[src/rtl/adam_sqrt.sv]
// Pipelined integer square root, one root bit per stage, with a tag carried alongside.
// Depends on nothing; the result is the floor of the root of the input.
module adam_sqrt #(
    parameter int IN_W  = 56,
    parameter int TAG_W = 1
) (
    input  logic                i_clk,
    input  logic                i_rst_n,
    input  logic                i_en,
    input  logic                i_vld,
    input  logic [IN_W-1:0]     i_x,
    input  logic [TAG_W-1:0]    i_tag,
    output logic                o_vld,
    output logic [IN_W/2-1:0]   o_root,
    output logic [TAG_W-1:0]    o_tag
);

    localparam int ROOT_W = IN_W / 2;
    localparam int REM_W  = ROOT_W + 2;

    logic              r_vld  [ROOT_W];
    logic [REM_W-1:0]  r_rem  [ROOT_W];
    logic [ROOT_W-1:0] r_root [ROOT_W];
    logic [IN_W-1:0]   r_rest [ROOT_W];
    logic [TAG_W-1:0]  r_tag  [ROOT_W];

    for (genvar k = 0; k < ROOT_W; k++) begin : g_stage
        logic              s_vld;
        logic [REM_W-1:0]  s_rem;
        logic [ROOT_W-1:0] s_root;
        logic [IN_W-1:0]   s_rest;
        logic [TAG_W-1:0]  s_tag;
        logic [REM_W+1:0]  s_t;
        logic [REM_W+1:0]  s_trial;
        logic              s_take;

        if (k == 0) begin : g_first
            assign s_vld  = i_vld;
            assign s_rem  = '0;
            assign s_root = '0;
            assign s_rest = i_x;
            assign s_tag  = i_tag;
        end else begin : g_next
            assign s_vld  = r_vld[k-1];
            assign s_rem  = r_rem[k-1];
            assign s_root = r_root[k-1];
            assign s_rest = r_rest[k-1];
            assign s_tag  = r_tag[k-1];
        end

        assign s_t     = {s_rem, s_rest[IN_W-1:IN_W-2]};
        assign s_trial = {2'b00, s_root, 2'b01};
        assign s_take  = s_t >= s_trial;

        always_ff @(posedge i_clk) begin
            if (!i_rst_n) begin
                r_vld[k] <= 1'b0;
            end else if (i_en) begin
                r_vld[k] <= s_vld;
            end
        end

        always_ff @(posedge i_clk) begin
            if (i_en) begin
                r_rem[k]  <= s_take ? REM_W'(s_t - s_trial) : REM_W'(s_t);
                r_root[k] <= {s_root[ROOT_W-2:0], s_take};
                r_rest[k] <= {s_rest[IN_W-3:0], 2'b00};
                r_tag[k]  <= s_tag;
            end
        end
    end

    assign o_vld  = r_vld[ROOT_W-1];
    assign o_root = r_root[ROOT_W-1];
    assign o_tag  = r_tag[ROOT_W-1];

endmodule

[config.mk]
export PLATFORM = sky130hd
export DESIGN_NAME = adam_sqrt
export DESIGN_NICKNAME = d
export VERILOG_FILES = /design/src/rtl/adam_sqrt.sv
export SDC_FILE = /design/constraint.sdc
export NUM_CORES = 2
export LEC_CHECK = 0
export ABC_CLOCK_PERIOD_IN_PS = 4200
export BUFFER_PORTS_ARGS = -buffer_cell sky130_fd_sc_hd__buf_2
export CAP_MARGIN = 20
export CELL_PAD_IN_SITES_DETAIL_PLACEMENT = 1
export CELL_PAD_IN_SITES_GLOBAL_PLACEMENT = 2
export CORE_MARGIN = 3
export CORE_UTILIZATION = 46
export DETAILED_ROUTE_END_ITERATION = 8
export PLACE_DENSITY_LB_ADDON = 0.1
export SYNTH_ARGS = -nofsm -noshare
export SYNTH_HDL_FRONTEND = slang
export SYNTH_SLANG_ARGS = --single-unit
[constraint.sdc]
create_clock -name i_clk -period 4.2 [get_ports i_clk]
set_input_delay 0.63 -clock i_clk [delete_from_list [all_inputs] [get_ports i_clk]]
set_output_delay 0.63 -clock i_clk [all_outputs]
set_load 0.02 [all_outputs]
### After elaboration in Yosys (flattened, before gate mapping)

Memory sizes are Yosys's and may differ from the RTL's.
Index checks and enable logic that the tools add are counted.

* word-level logic and storage cells: 150
* output and inout port bits: 30
* memories: 5
* input bits: 61
* RAM bits: 3192
* register bits: 0

Memories
* r_rest: words 28, width 54, rd ports 27, clocked after memory_dff 0, write ports 28, line 24 `logic [IN_W-1:0] r_rest [ROOT_W];`
* r_rem: words 28, width 30, rd ports 27, clocked after memory_dff 0, write ports 28, line 22 `logic [REM_W-1:0] r_rem [ROOT_W];`
* r_root: words 28, width 28, rd ports 28, clocked after memory_dff 0, write ports 28, line 23 `logic [ROOT_W-1:0] r_root [ROOT_W];`
* r_tag: words 28, width 1, rd ports 28, clocked after memory_dff 0, write ports 28, line 25 `logic [TAG_W-1:0] r_tag [ROOT_W];`
* r_vld: words 28, width 1, rd ports 28, clocked after memory_dff 0, write ports 28, line 21 `logic r_vld [ROOT_W];`

* add/sub/neg operators: 28
* magnitude comparators: 28
* bitwise operators: 28
* multiplexer cells: 61

Operators by type and width (count)
* $ge A32 B30 Y1: 27
* $mux W30: 28
* $sub A30 B30 Y30: 27
* $mux W1: 33
* $or A1 B1 Y1: 28
* $sub A2 B1 Y3 const B: 1
* $ge A2 B1 Y1 const B: 1

### Depth between registers and ports, before layout

* depth in word-level cells: 4
* depth in mapped cells: 14
* gate-level depth less buffers: 12

### Least setup slack after synthesis

No wires, ideal clock.

* kind: register -> register
* from: mem r_rem[1][150] (netlist bit)
* to: mem r_rem[1][184] (netlist bit), data pin
* arrival: 3.080 ns
* slack: 0.860 ns
* stages on the path, launching flop included: 11
* path buffers: 1
* data required time: 3.940 ns
* clock period less this slack: 3.340 ns
* library setup time: 0.260 ns
* cells stage by stage: edfxtp_1 ha_1 nor2b_1 o31a_1 o31a_1 o41ai_1 o311ai_1 o21a_1 nor2b_1 buf_2 mux2_2

RTL lines (line)
* start, declared: 22

==> results_dict.tcl <==
set metrics [dict create \
    pwr-share-comb_pct 18.6 \
    postCtsSetupBuffers 0 \
    ys_top_cells_by_area "edfxtp_1, ha_1, xnor2_1" \
    slowest_delay_ns 0.64 \
    power_w 0.0557 \
    synthArstFlopShare_pct 0 \
    grt_overflow 0 \
    cts-root-buf "clkbuf_16" \
    leakagePower_nw 39.4 \
    synth_most_common_cell "edfxtp_1" \
    cp.required_ns 4.75 \
    row_count 163 \
    post_drt_wl_per_cell_um 20.4 \
    ys_seq_area_share_pct 65.0 \
    relSlewSlack_pct 29.3 \
    setup_ws_ns 0.300 \
    hold_violations 0 \
    vias_per_cell 5.39 \
    nFillCells 19700 \
    io_buffers 90 \
    routed-via-count 54500 \
    synthFlopType "edfxtp_1" \
    hold_path_class "input pin to register" \
    crit_fanout 7 \
    vdd_drop_max_v 0.000434 \
    pwr_density_cell_nw_per_um2 538 \
    critical_path_buf_inv_count 0 \
    ioPinCount 91 \
    seqPwrFrac_pct 47.7 \
    clock_power_share_pct 33.7 \
    power_switching_w 0.0155 \
    period_minus_slack_ns 3.90 \
    ys_ff_latch 1986 \
    grt_max_degree 141 \
    fmaxAchievable_mhz 256 \
    drv_cap 0 \
    start_util_pct 46.4 \
    drc 0 \
    synth.distinct_cells 100 \
    grt_pass1_wl_um 326000 \
    antenna_left 0 \
    clkTransAtPathRegs_ns 0.06 \
    numCtsBuffers 210 \
    end_kind "register" \
    antenna_found_initial 8 \
    synth_top_area_share_pct 65.0 \
    core_um2 198000 \
    cts_tree "done" \
    outcome "completed" \
    grt_pass1_vias 57200 \
    avgSynthCellArea_um2 13.1 \
    dpl_worst_slack_ns 0.182 \
    syn_inst 6983 \
    synthToLayoutAreaGrowth_pct 12.9 \
    synth_nets 7480 \
    synth_common_cells "edfxtp_1, inv_1, nand2_1" \
    final_nets 7789 \
    worstSetupPathType "register to register" \
    die_y_um 453 \
    wl_um 206000 \
    grt_usage_pct 20.1 \
    synth_edf_count 1985 \
    path_cells "ha_1 -> nand2_1 -> or4_1 -> nor4_2 -> a21oi_1 -> and3b_1 -> o21a_1 -> or4_4 -> a2111oi_4 -> xor2_1" \
    synth_warnings 0 \
    drive_above_1_share_pct 8.36 \
    p_int_w 0.0402 \
    crit_arrival_ns 4.45 \
    insertion_delay_ns 0.85 \
    critPathTopFamily "simple AND/OR/NAND/NOR gates" \
    dp_hpwl_um 149000 \
    fin_crit_sh_pct 92.9 \
    dieArea_um2 205000 \
    cpMaxStageDelayCell "or4_1" \
    drt-initial-drc-count 3559 \
    clockBufferDepth 3 \
    chipWidth_um 453 \
    gp_congestion 0.831 \
    worst_pin_slew_ns 1.03 \
    synthesis.area_um2 91700 \
    fin_setup_tns_ns 0 \
    rsz0062_at_grt "no" \
    synth_top_cell_by_area "edfxtp_1" \
    fin_skew_ns 0.0410 \
    p_sw_share_pct 27.9 \
    drv_slew 0 \
    start_kind "register" \
    clock_sinks 1986 \
    setup_violations 0 \
    drtPass1Iterations 5 \
    htreeDepth 4 \
]
[power groups by stage]
| stage | clock, W | sequential (W) | combinational, W |
|---|---|---|---|
| 4_1_cts | 0.0193 | 0.0266 | 0.0104 |
| 6_report | 0.0188 | 0.0265 | 0.0104 |
| 5_1_grt | 0.0202 | 0.0268 | 0.0117 |
| 2_1_floorplan | 0 | 0.0262 | 0.00739 |
| 3_5_place_dp | 0 | 0.0270 | 0.0103 |
| 3_3_place_gp | 0 | 0.0270 | 0.0101 |
[layout by cell type (no fill, tap or decap), types with 116 or more instances in the layout]
master	n
a21o_1	175
a21oi_1	427
clkbuf_16	212
edfxtp_1	1985
ha_1	436
inv_1	541
nand2_1	444
nand3_1	116
nor2_1	412
nor3_1	166
o21ai_0	342
xnor2_1	348
xor2_1	286
[per-layer routing]
metal / share of wire (%) / up-vias / global-route usage [%] / routed length [um]
met3: 3.1 / 289 / 2.90 / 6330
met4: 2.3 / 0 / 5.41 / 4690
met5: 0 / - / 0 / 0
met1: 45 / 27000 / 26.9 / 93100
li1: - / 26500 / - / -
met2: 49 / 697 / 34.4 / 102000
[what timing repair did]
action / 4_1_cts / 5_1_grt
hold endpoints to repair: 55 / 0
gates resized for setup: 0 / 1
hold buffers: 56 / 0
endpoints found under the setup margin: 0 / 1
[worst paths after layout]
kind             startpoint             end  slack, ns  cells after the start
max           r_rem[1][105]   r_rem[1][145]       0.30                     10
min                 i_x[54]     r_rem[0][0]       0.09                      2
max reg2reg   r_rem[1][105]   r_rem[1][145]       0.30                     10
min reg2reg  r_rest[0][692]  r_rest[0][748]       0.41                      0
[stage by stage]
step,utilization [%],cell area (um2),std cells,hold slack [ns]
floorplan,-,91700,6983,0.400
global placement,48.5,95900,9664,0.400
detailed placement,48.5,95900,9664,0.405
CTS,52.3,104000,10100,0.00441
global route,52.3,104000,10100,0.0502
finish,52.3,104000,10100,0.0896
[state kept, by name, summed over array words and instances (netlist names)]
signal,flops
r_root,406
r_vld,28
r_rem,768
r_tag,28
r_rest,756
[layout make-up]
type	instances	area [um2]	area share [%]
sequential	1986	59600	57.6
multi-input combinational	4317	29600	28.6
timing repair buffer	232	1930	1.87
tap	2640	3300	3.19
antenna	2	5.00	0.00483
clock buffer	250	5450	5.26
clock inverter	136	1590	1.54
inverter	545	2050	1.98
[kinds of logic (layout without fill, tap and decap cells)]
| logic type | after synthesis | in the layout | share of synthesized area [%] |
|---|---|---|---|
| AO/OA/AOI/OAI | 1354 | 1354 | 9.23 |
| XOR/XNOR | 634 | 634 | 6.05 |
| adder cells (fa/ha/maj) | 436 | 436 | 5.95 |
| buffers and inverters | 680 | 1163 | 2.85 |
| flip-flops | 1986 | 1986 | 65.0 |
| multiplexers | 71 | 71 | 0.858 |
| other | 1 | 3 | 0.00409 |
| AND/OR/NAND/NOR | 1821 | 1821 | 10.1 |
(Power assumes the default switching activity.)
