$ cat config.mk
export PLATFORM = sky130hd
export DESIGN_NAME = adam_div
export DESIGN_NICKNAME = d
export VERILOG_FILES = /design/src/rtl/adam_div.sv
export SDC_FILE = /design/constraint.sdc
export NUM_CORES = 2
export LEC_CHECK = 0
export BUFFER_PORTS_ARGS = -buffer_cell sky130_fd_sc_hd__buf_4
export CAP_MARGIN = 20
export CORE_MARGIN = 4
export CORE_UTILIZATION = 29
export DETAILED_ROUTE_END_ITERATION = 7
export GPL_TIMING_DRIVEN = 0
export PLACE_DENSITY = 0.43
export RECOVER_POWER = 50
export REMOVE_ABC_BUFFERS = 1
export SKIP_LAST_GASP = 1
export SYNTH_ARGS = -nofsm -noshare
export SYNTH_HDL_FRONTEND = slang
export SYNTH_SLANG_ARGS = --single-unit
export TNS_END_PERCENT = 30
$ cat constraint.sdc
create_clock -name i_clk -period 3.5 [get_ports i_clk]
set_input_delay 0.35 -clock i_clk [delete_from_list [all_inputs] [get_ports i_clk]]
set_output_delay 0.35 -clock i_clk [all_outputs]
set_load 0.03 [all_outputs]
$ cat src/rtl/adam_div.sv
// Pipelined restoring divider, one quotient bit per stage, with a tag carried alongside.
// Depends on nothing; the caller guarantees the quotient fits in QUO_W bits.
module adam_div #(
    parameter int NUM_W = 56,
    parameter int DEN_W = 25,
    parameter int QUO_W = 32,
    parameter int TAG_W = 1
) (
    input  logic             i_clk,
    input  logic             i_rst_n,
    input  logic             i_en,
    input  logic             i_vld,
    input  logic [NUM_W-1:0] i_num,
    input  logic [DEN_W-1:0] i_den,
    input  logic [TAG_W-1:0] i_tag,
    output logic             o_vld,
    output logic [QUO_W-1:0] o_quo,
    output logic [TAG_W-1:0] o_tag
);

    logic             r_vld [QUO_W];
    logic [DEN_W-1:0] r_rem [QUO_W];
    logic [DEN_W-1:0] r_den [QUO_W];
    logic [QUO_W-1:0] r_low [QUO_W];
    logic [QUO_W-1:0] r_quo [QUO_W];
    logic [TAG_W-1:0] r_tag [QUO_W];

    for (genvar k = 0; k < QUO_W; k++) begin : g_stage
        logic             s_vld;
        logic [DEN_W-1:0] s_rem;
        logic [DEN_W-1:0] s_den;
        logic [QUO_W-1:0] s_low;
        logic [QUO_W-1:0] s_quo;
        logic [TAG_W-1:0] s_tag;
        logic [DEN_W:0]   s_trial;
        logic             s_take;

        if (k == 0) begin : g_first
            assign s_vld = i_vld;
            assign s_rem = DEN_W'(i_num[NUM_W-1:QUO_W]);
            assign s_den = i_den;
            assign s_low = i_num[QUO_W-1:0];
            assign s_quo = '0;
            assign s_tag = i_tag;
        end else begin : g_next
            assign s_vld = r_vld[k-1];
            assign s_rem = r_rem[k-1];
            assign s_den = r_den[k-1];
            assign s_low = r_low[k-1];
            assign s_quo = r_quo[k-1];
            assign s_tag = r_tag[k-1];
        end

        assign s_trial = {s_rem, s_low[QUO_W-1]};
        assign s_take  = s_trial >= {1'b0, s_den};

        always_ff @(posedge i_clk) begin
            if (!i_rst_n) begin
                r_vld[k] <= 1'b0;
            end else if (i_en) begin
                r_vld[k] <= s_vld;
            end
        end

        always_ff @(posedge i_clk) begin
            if (i_en) begin
                r_rem[k] <= s_take ? DEN_W'(s_trial - {1'b0, s_den}) : DEN_W'(s_trial);
                r_den[k] <= s_den;
                r_low[k] <= {s_low[QUO_W-2:0], 1'b0};
                r_quo[k] <= {s_quo[QUO_W-2:0], s_take};
                r_tag[k] <= s_tag;
            end
        end
    end

    assign o_vld = r_vld[QUO_W-1];
    assign o_quo = r_quo[QUO_W-1];
    assign o_tag = r_tag[QUO_W-1];

endmodule

### Word level (Yosys, flattened, before mapping)

Memory sizes are Yosys's and may differ from the RTL's.
Cells that the tools add are included.

| word-level totals | value |
|---|---|
| memory bits (writable) | 3680 |
| memories kept | 6 |
| flip-flop bits (word level) | 0 |
| output and inout bits | 34 |

Memory list:

| name | depth | bits a word | rd ports | clocked after Yosys merged registers in | write ports | RTL line | text |
|---|---|---|---|---|---|---|---|
| r_quo | 32 | 32 | 32 | 0 | 32 | 25 | `logic [QUO_W-1:0] r_quo [QUO_W];` |
| r_low | 32 | 31 | 31 | 0 | 32 | 24 | `logic [QUO_W-1:0] r_low [QUO_W];` |
| r_den | 32 | 25 | 31 | 0 | 32 | 23 | `logic [DEN_W-1:0] r_den [QUO_W];` |
| r_rem | 32 | 25 | 31 | 0 | 32 | 22 | `logic [DEN_W-1:0] r_rem [QUO_W];` |
| r_tag | 32 | 1 | 32 | 0 | 32 | 26 | `logic [TAG_W-1:0] r_tag [QUO_W];` |
| r_vld | 32 | 1 | 32 | 0 | 32 | 21 | `logic r_vld [QUO_W];` |

| operators by class | value |
|---|---|
| bitwise gates (word level) | 32 |
| add/subtract/negate cells | 32 |
| $lt $le $gt $ge | 32 |
| mux-type cells | 69 |

Operators with widths:

| operator | number |
|---|---|
| $ge 26x25->1 | 31 |
| $mux 25 | 32 |
| $sub 25x25->25 | 32 |
| $mux 1 | 37 |
| $or 1x1->1 | 32 |
| $ge 25x25->1 | 1 |

### Logic depth before layout (Yosys ltp)

| depth | value |
|---|---|
| depth after elaboration | 4 |
| mapped depth | 16 |

### Worst setup path before layout

OpenSTA, ideal clock, no wires.

| timing | value |
|---|---|
| path type | flip-flop to flip-flop |
| start | memory r_low[18][30] (netlist bit) |
| end | memory r_rem[19][21], data pin |
| stages on the path, launching flop included | 15 |
| buffers on the path | 2 |
| slack | 21 ps |
| period minus slack after synthesis | 3479 ps |
| data arrival time | 3219 ps |
| required time | 3240 ps |
| cell sequence | edfxtp_1 inv_1 ha_1 inv_1 fa_1 a21o_1 a21o_1 a2111o_1 a31o_2 a221oi_2 a21oi_1 o32a_1 buf_6 buf_6 mux2_4 |

RTL lines:

| item | RTL line |
|---|---|
| start, declared | 24 |
| end, declared | 22 |

==> out/metrics.yaml <==
outcome:
  outcome: "finished, violations left"
  failed_checks: "max-capacitance violations, max-slew violations, negative setup slack"
pwr:
  total_power_uw: 143000
  irDropWorstVdd_mv: 0.372
  p_per_area_nw_per_um2: 930
  p_leak_uw: 0.0596
timing:
  setup_viol: 143
  hold_viol_final: 0
  slew-limit-headroom: -0.658
  fin_crit_ps: 3740
  setup_tns_ps: -15050
  slew_violations: 502
  timing.final.crit_share: 1.07
  fin_worst_skew_ps: 56.2
  fin_ws_ps: -239
  worst_slew_pin_slew_ps: 2490
  rsz0062_at_grt: "yes"
  max_freq_ghz: 0.267
cts:
  htree_levels: 5
  clock-sinks: 2638
  clk_pin_slew_ps: 50
  cts_tree: "built"
  cts-root-buf: "clkbuf_16"
  clk_latency_ps: 920
  cts_buffers: 328
  clockBufferDepth: 4
drt:
  remaining_drc_errors: 0
  dr.pass1.iters: 7
  ant_nets: 0
  drtIter0Drc: 5343
  routedWlPerCell_um: 18.9
  vias: 81100
  wl_um: 322000
  routed_via_density: 4.75
place:
  place_inst: 16200
  routabilityCongestion: 0.834
  portBuffers: 119
  dp_hpwl_um: 224000
  dp_slack_ps: -1950
floorplan:
  coreArea_um2: 446000
  die_area_um2: 459000
  die_w_um: 678
  rows: 245
  start_util: 0.292
  io_pins: 120
  die-height_um: 678
synth:
  syn_area_um2: 130000
  synth.avg_cell_area_um2: 12.6
  synthArstFlopShare: 0
  synth_cell_type_count: 96
  syn_inst: 10300
  synth-edff-count: 2637
  yosysSeqAreaShare: 0.609
  yosys_warnings: 0
  ys_seq_elements: 2638
  synth_flop_cell: "edfxtp_1"
global_route:
  antenna_found_initial: 9
  grt_pass1_vias: 81600
  grt_max_degree: 180
  gr-total-overflow: 0
  grt_first_pass_wirelength_um: 494000
  track_usage: 0.136
critical_path:
  cp-end-kind: "flip-flop"
  max_stage_delay_ps: 510
  crit_chain: "inv_2, ha_4, inv_2, fa_2, a21oi_2, o211ai_1, a211oi_2, nor2_2, o211ai_1, a31oi_2, a311oi_4, o21ai_4, clkbuf_16, mux2_2"
  crit_arrival_ps: 4380
  worstSetupPathType: "flip-flop to flip-flop"
  slowest_stage: "edfxtp_1"
  critPathMaxFanout: 6
  ff2ff_setup_slack_ps: -240
  critPathLaunchType: "flip-flop"
  cp.required_ps: 4140
  crit_family: "compound AO/OA/AOI/OAI gates"
  path_buf_inv: 3
cells_and_area:
  instances_no_fill: 17100
  layout-drive-gt1-share: 0.128
  nets: 11800
  final_common_cell: "edfxtp_1"
  regArea_um2: 79200
  multi_input_comb_area_um2: 47800
  fillers: 43700
  final_cell_mix: "2637 x edfxtp_1, 1018 x inv_1, 783 x ha_1"
  post-route-util: 0.344
  area_growth_pct: 18.1
flow_run:
  cap_violations: 5
min_path:
  holdCritPathClass: "primary input to flip-flop"
cell type report:
class / count / area share
diodes: 12 / 0.000196
multi-input cells: 6431 / 0.311
clock buffers: 400 / 0.0555
repair buffers: 439 / 0.0289
clock inverters: 193 / 0.0141
well taps: 5928 / 0.0483
inverters: 1038 / 0.0256
flip-flops and latches: 2638 / 0.516
worst register-to-register path, stage by stage (launching register included):
cell and delay, ps:
edfxtp_1 510, inv_2 140, ha_4 140, inv_2 40
fa_2 360, a21oi_2 170, o211ai_1 150, a211oi_2 340
nor2_2 100, o211ai_1 290, a31oi_2 180, a311oi_4 390
o21ai_4 160, clkbuf_16 220, mux2_2 280
what timing repair did:
action / 4_1_cts / 5_1_grt
setup buffers: 131 / 37
hold buffers: 87 / 0
cloned: 31 / 5
gates resized for setup: 261 / 87
setup endpoints to repair: 922 / 680
endpoints found under the hold margin: 146 / 0
pin swaps: 98 / 34
sequential cells by signal (all words and copies together) (netlist names):
name	flops
r_den	775
r_low	496
r_quo	528
r_rem	775
r_tag	32
r_vld	32
stage by stage:
stage,hold WS (ps),area (um2)
6_report,137,154000
5_1_grt,70.0,154000
4_1_cts,21.9,153000
3_5_place_dp,405,139000
3_3_place_gp,400,137000
2_1_floorplan,400,129000
path summary, 6_finish.rpt:
kind	from	end	cells past startpoint
worst max-delay path	r_low[3][30]$_DFFE_PP_	r_rem[4][21]$_DFFE_PP_	14
worst min-delay path	i_en	r_low[8][11]$_DFFE_PP_	2
worst max register to register	r_low[3][30]$_DFFE_PP_	r_rem[4][21]$_DFFE_PP_	14
worst min register to register	r_low[18][23]$_DFFE_PP_	r_low[19][24]$_DFFE_PP_	0
cell families after synthesis:
kind of cell             share of synthesized area
AO/OA/AOI/OAI                                0.120
XOR/XNOR                                    0.0427
adder cells (fa/ha/maj)                     0.0818
buffers and inverters                       0.0372
flip-flops                                   0.609
multiplexers                                0.0306
AND/OR/NAND/NOR                             0.0782
cell usage after synthesis (27+ instances only):
cell      count  share of area
edfxtp_1   2637           0.61
inv_1      1033          0.030
ha_1        800          0.077
a21oi_1     772          0.030
nand2_1     624          0.018
o21ai_0     560          0.022
nor2_1      534          0.015
a21o_1      402          0.023
xnor2_1     400          0.027
mux2_2      324          0.028
xor2_1      234          0.016
clkbuf_1    172         0.0050
nand3_1     161         0.0062
nand4_1     146         0.0070
nor3_1      117         0.0045
nor2b_1     106         0.0051
a31oi_1     100         0.0048
and3_1       96         0.0046
nand2b_1     87         0.0042
o21a_1       87         0.0050
a211oi_1     84         0.0048
o21bai_1     82         0.0047
o31ai_1      51         0.0029
buf_2        37         0.0014
a21boi_0     36         0.0021
nor4_1       36         0.0017
and2_1       34         0.0016
o211ai_1     34         0.0020
a211o_1      32         0.0022
fa_1         31         0.0048
mux2i_1      29         0.0022
or3_1        27         0.0013
metal layers:
layer  GRT usage  part of all wire
met1       0.180              0.45
met2       0.230              0.48
met3      0.0189             0.040
met4      0.0383             0.028
met5           0                 0
power breakdown:
part           internal, uW  leakage, uW  switching (uW)  total [uW]
Combinational         26300       0.0286           33700       60000
Sequential            44700       0.0258            4190       48900
Clock                 20000      0.00515           13900       33900
Total                 91000       0.0596           51800      143000
(Power assumes the default switching activity.)
